===== config.mk =====
export PLATFORM = sky130hd
export DESIGN_NAME = salc_ram
export DESIGN_NICKNAME = d
export VERILOG_FILES = /design/src/hdl/salc_ram.sv
export SDC_FILE = /design/constraint.sdc
export NUM_CORES = 1
export LEC_CHECK = 0
export BUFFER_PORTS_ARGS = -buffer_cell sky130_fd_sc_hd__clkbuf_2
export CORE_ASPECT_RATIO = 0.6
export CORE_MARGIN = 2
export CORE_UTILIZATION = 45
export DETAILED_ROUTE_END_ITERATION = 10
export GPL_TIMING_DRIVEN = 1
export MAX_ROUTING_LAYER = met4
export SYNTH_ARGS = -nofsm -noshare
export SYNTH_HDL_FRONTEND = slang
export SYNTH_SLANG_ARGS = --single-unit

===== constraint.sdc =====
create_clock -name clk -period 1.59 [get_ports clk]
set_input_delay 0.0795 -clock clk [delete_from_list [all_inputs] [get_ports clk]]
set_output_delay 0.0795 -clock clk [all_outputs]
set_load 0.02 [all_outputs]

===== src/hdl/salc_ram.sv =====
// Generic single-clock RAM: one write port, one read port, registered read.
// No dependencies.
module salc_ram #(
    parameter int          WIDTH = 8,
    parameter longint      DEPTH = 16
) (
    input  logic                                     clk,
    input  logic                                     we,
    input  logic [((DEPTH > 1) ? $clog2(DEPTH) : 1)-1:0] waddr,
    input  logic [WIDTH-1:0]                         wdata,
    input  logic [((DEPTH > 1) ? $clog2(DEPTH) : 1)-1:0] raddr,
    output logic [WIDTH-1:0]                         rdata
);

    logic [WIDTH-1:0] mem_reg [DEPTH];
    logic [WIDTH-1:0] rdata_reg;

    // Write port
    always_ff @(posedge clk)
    begin
        if (we)
        begin
            mem_reg[waddr] <= wdata;
        end
    end

    // Registered read
    always_ff @(posedge clk)
    begin
        rdata_reg <= mem_reg[raddr];
    end

    assign rdata = rdata_reg;

endmodule


[Word level (Yosys, flattened, before mapping)]
Memories as Yosys holds them, arrays and structs flattened. A register that Yosys moved wholly into a read port is not among the register bits.
Cells that the tools add are included.
Cells by class
  muxes and demuxes: 2
Operators by type and width (number)
  $mux W1: 2
Storage, ports and cells
  output and inout port bits: 8
  word-level logic and storage cells: 3
  memory bits (writable): 128
  register bits after elaboration: 0
  memories: 1
Memories
  mem_reg: words 16, bits a word 8, read ports 1, clocked after memory_dff 1, wr ports 1, RTL line 15  | logic [WIDTH-1:0] mem_reg [DEPTH];

[Longest topological paths before layout]
  depth after elaboration: 2
  gate-level depth with buffers: 5

[Least setup slack after synthesis]
OpenSTA, ideal clock, no wires.
  path type: input-to-reg
  from: input port waddr[2] (netlist bit)
  to: memory mem_reg[0][0], enable pin
  stages on the path: 2
  setup slack: 0.018 ns
  arrival time: 1.189 ns
  path through: or3b_2 nor3_1
RTL lines
  start, declared: RTL line 9  | input logic [((DEPTH > 1) ? $clog2(DEPTH) : 1)-1:0] waddr,
  end, declared: RTL line 15
Straight into the memory's write port.

==> results.md <==
- Synth area leaders: edfxtp_1 (75%), mux4_2 (7.9%), mux4_1 (7.1%)
- Maxcap violations: 0
- Input/output buffers: 25
- Die ar.: 0.0123 mm^2
- Final setup vio count: 0
- Seq cells post-synth: 136
- Worst setup EP type: flop
- Post-CTS sizing: 0
- Sequential share of the synthesized area: 0.778
- Initial DRC count: 200
- HP Class: input pin to flop
- Area grow syn2layout: 19.7%
- Pleak: between 2 and 2.5 nW
- Global-route wire length before repair: 15,400 um
- CP Cell Sequence: mux4_1 -> a22oi_1 -> nand2_1
- Vias in the first global route: 2,490
- DPL Wire Length: 6690 um
- CTS Buf Count: 17
- Die width: 142 um
- TritonCTS clock tree: done
- Hold-fix buffers at CTS: 0
- GPL Wtd Cong: 0.758
- Die span in y: roughly 87 um
- Nets: 304
- Initial Util: 0.459
- Non-Filler Instances: 443
- Slew Limit Fails: 0
- Final Hold Violating Endpoints: 0
- Synth cell types: 19
- Syn_nets: 247
- Max Fclk: 730 MHz
- Synth top area share: 0.747
- Fin crit share: 0.862
- Hold WS: a little over 90 ps
- GRT Util Overall: 0.186
- DRT Pass-1 Iters: 5
- Placed cells: 411
- Setup tns final: 0 ps
- Wire per inst: 22.9 um
- Largest net degree at the start of global routing: 33
- Post-Syn Area: 0.00515 mm^2
- Vias per cell: around 5.6
- Worst EP arrival: 1650 ps
- Syn Inst Count: 229
- Worst skew pair latency: about 400 ps
- Crit path max-delay cell type: mux4_1
- Power Density: between 1000 and 1500 mW/mm^2
- Critical-path maximum fanout: 1
- Min cycle time layout: 1370 ps
- Core Area: 0.0112 mm^2
- Rel. slew slack: 0.426
- Slew @ Worst Pin: 859 ps
- I/O Pins: 26
- Clock transition at path regs: approximately 60 ps
- Post-CTS Setup Inserts: 0
- Fin Clk Skew: 6.39 ps
- Syn avg cell area: 22.5 um^2
- Worst IR drop on VDD: 0.887 mV
- Kind of critical path: flop to flop
- Drt total wl: 10,200 um
- Post-DRT Antenna Nets: 0
- RSZ-0062 raised after global routing: false
- Critical path launch point type: flop
- Critical path's largest stage delay: 520 ps
- Yosys warns: 0
- Layout cells sized above 1: 0.328
- Synth area leader: edfxtp_1
- Vias after detailed routing: 2,464
- Total power: a little over 0.008 W
- Run status: finished, final reports clean
- Diode count: 0
- Num rows: 30
- Required time worst endpoint: 1870 ps
- Largest register FFs: around 130
- Clk sink count: 136
- Gr ovfl total: 0
- CTS Root Cell: clkbuf_16
- Initial antenna violation count: 0
- Number of remaining DRC errors: 0
- Max H-tree Level: 4
- Max clock buf depth: 2
-- cell usage in the layout, fill, tap and decap left out --
cell type	n
or3b_2	1
and2_1	1
nand2b_1	2
bufinv_16	3
clkinvlp_4	2
buf_12	3
and2b_1	1
edfxtp_1	128
mux4_2	18
clkbuf_1	1
nand3b_1	2
a22oi_1	16
clkbuf_16	17
buf_4	20
nor3_1	4
clkinv_2	7
mux4_1	14
nand3_1	1
nor2_1	13
clkinv_4	2
clkbuf_2	25
nand2_1	9
dfxtp_1	8
nor2b_1	1
-- stage by stage --
stage / worst slack (ps) / area, um^2 / util
2_1_floorplan: 17.6 / 5150 / -
3_3_place_gp: 81.6 / 5580 / 0.497
3_5_place_dp: 91.8 / 5580 / 0.497
4_1_cts: 216 / 6160 / 0.549
5_1_grt: 171 / 6160 / 0.549
6_report: 219 / 6160 / 0.549
-- per-layer routing --
| metal | share of wire | vias to the layer above | GRT usage |
|---|---|---|---|
| li1 | - | 1094 | - |
| met3 | 0.060 | 8 | 0.0547 |
| met5 | 0 | - | - |
| met1 | 0.49 | 1291 | 0.275 |
| met2 | 0.45 | 71 | 0.255 |
| met4 | 0.0064 | 0 | 0.0491 |
-- layout make-up --
| class | instances | area, um^2 |
|---|---|---|
| sequential | 136 | 4000 |
| clock buffer | 18 | 429 |
| tap | 144 | 180 |
| fill | 846 | 5060 |
| clock inverter | 14 | 158 |
| timing repair buffer | 48 | 335 |
| multi-input combinational | 83 | 1060 |
-- critical path, delay by kind of cell (launching register included) --
family	cells	cell delay, ps
muxes	1	520
AOI/OAI and AO/OA	1	230
DFF	1	410
and+or+nand+nor	1	90
-- where the power goes --
part / switching [W] / total [W] / internal, W
combinational: 0.000234 / 0.000400 / 0.000166
clock: 0.00139 / 0.00384 / 0.00245
sequential: 0.0000285 / 0.00404 / 0.00401
-- cell families after synthesis --
kind of cell           Yosys count  share of synthesized area
DFF                            136                      0.778
and+or+nand+nor                 35                     0.0318
muxes                           32                      0.150
AOI/OAI and AO/OA               16                     0.0233
buffers and inverters           10                     0.0168
-- synthesized netlist by cell type --
library cell       n
nor3_1             4
clkdlybuf4s25_2    3
edfxtp_1         128
a22oi_1           16
and2b_1            1
dfxtp_1            8
nor2b_1            1
mux4_2            18
buf_6              3
buf_4              1
nand3_1            1
or3b_2             1
and2_1             1
buf_2              3
nand2b_1           2
mux4_1            14
nor2_1            13
nand3b_1           2
nand2_1            9
-- final timing paths --
kind | startpoint | slack [ps] | cells after the start | to
max | mem_reg[9][5] | 220 | 3 | rdata[5]
min | wdata[6] | 90 | 1 | mem_reg[12][6]
min reg2reg | mem_reg[7][6] | 680 | 3 | rdata[6]
max reg2reg | mem_reg[9][5] | 220 | 3 | rdata[5]
(Power assumes the default switching activity.)
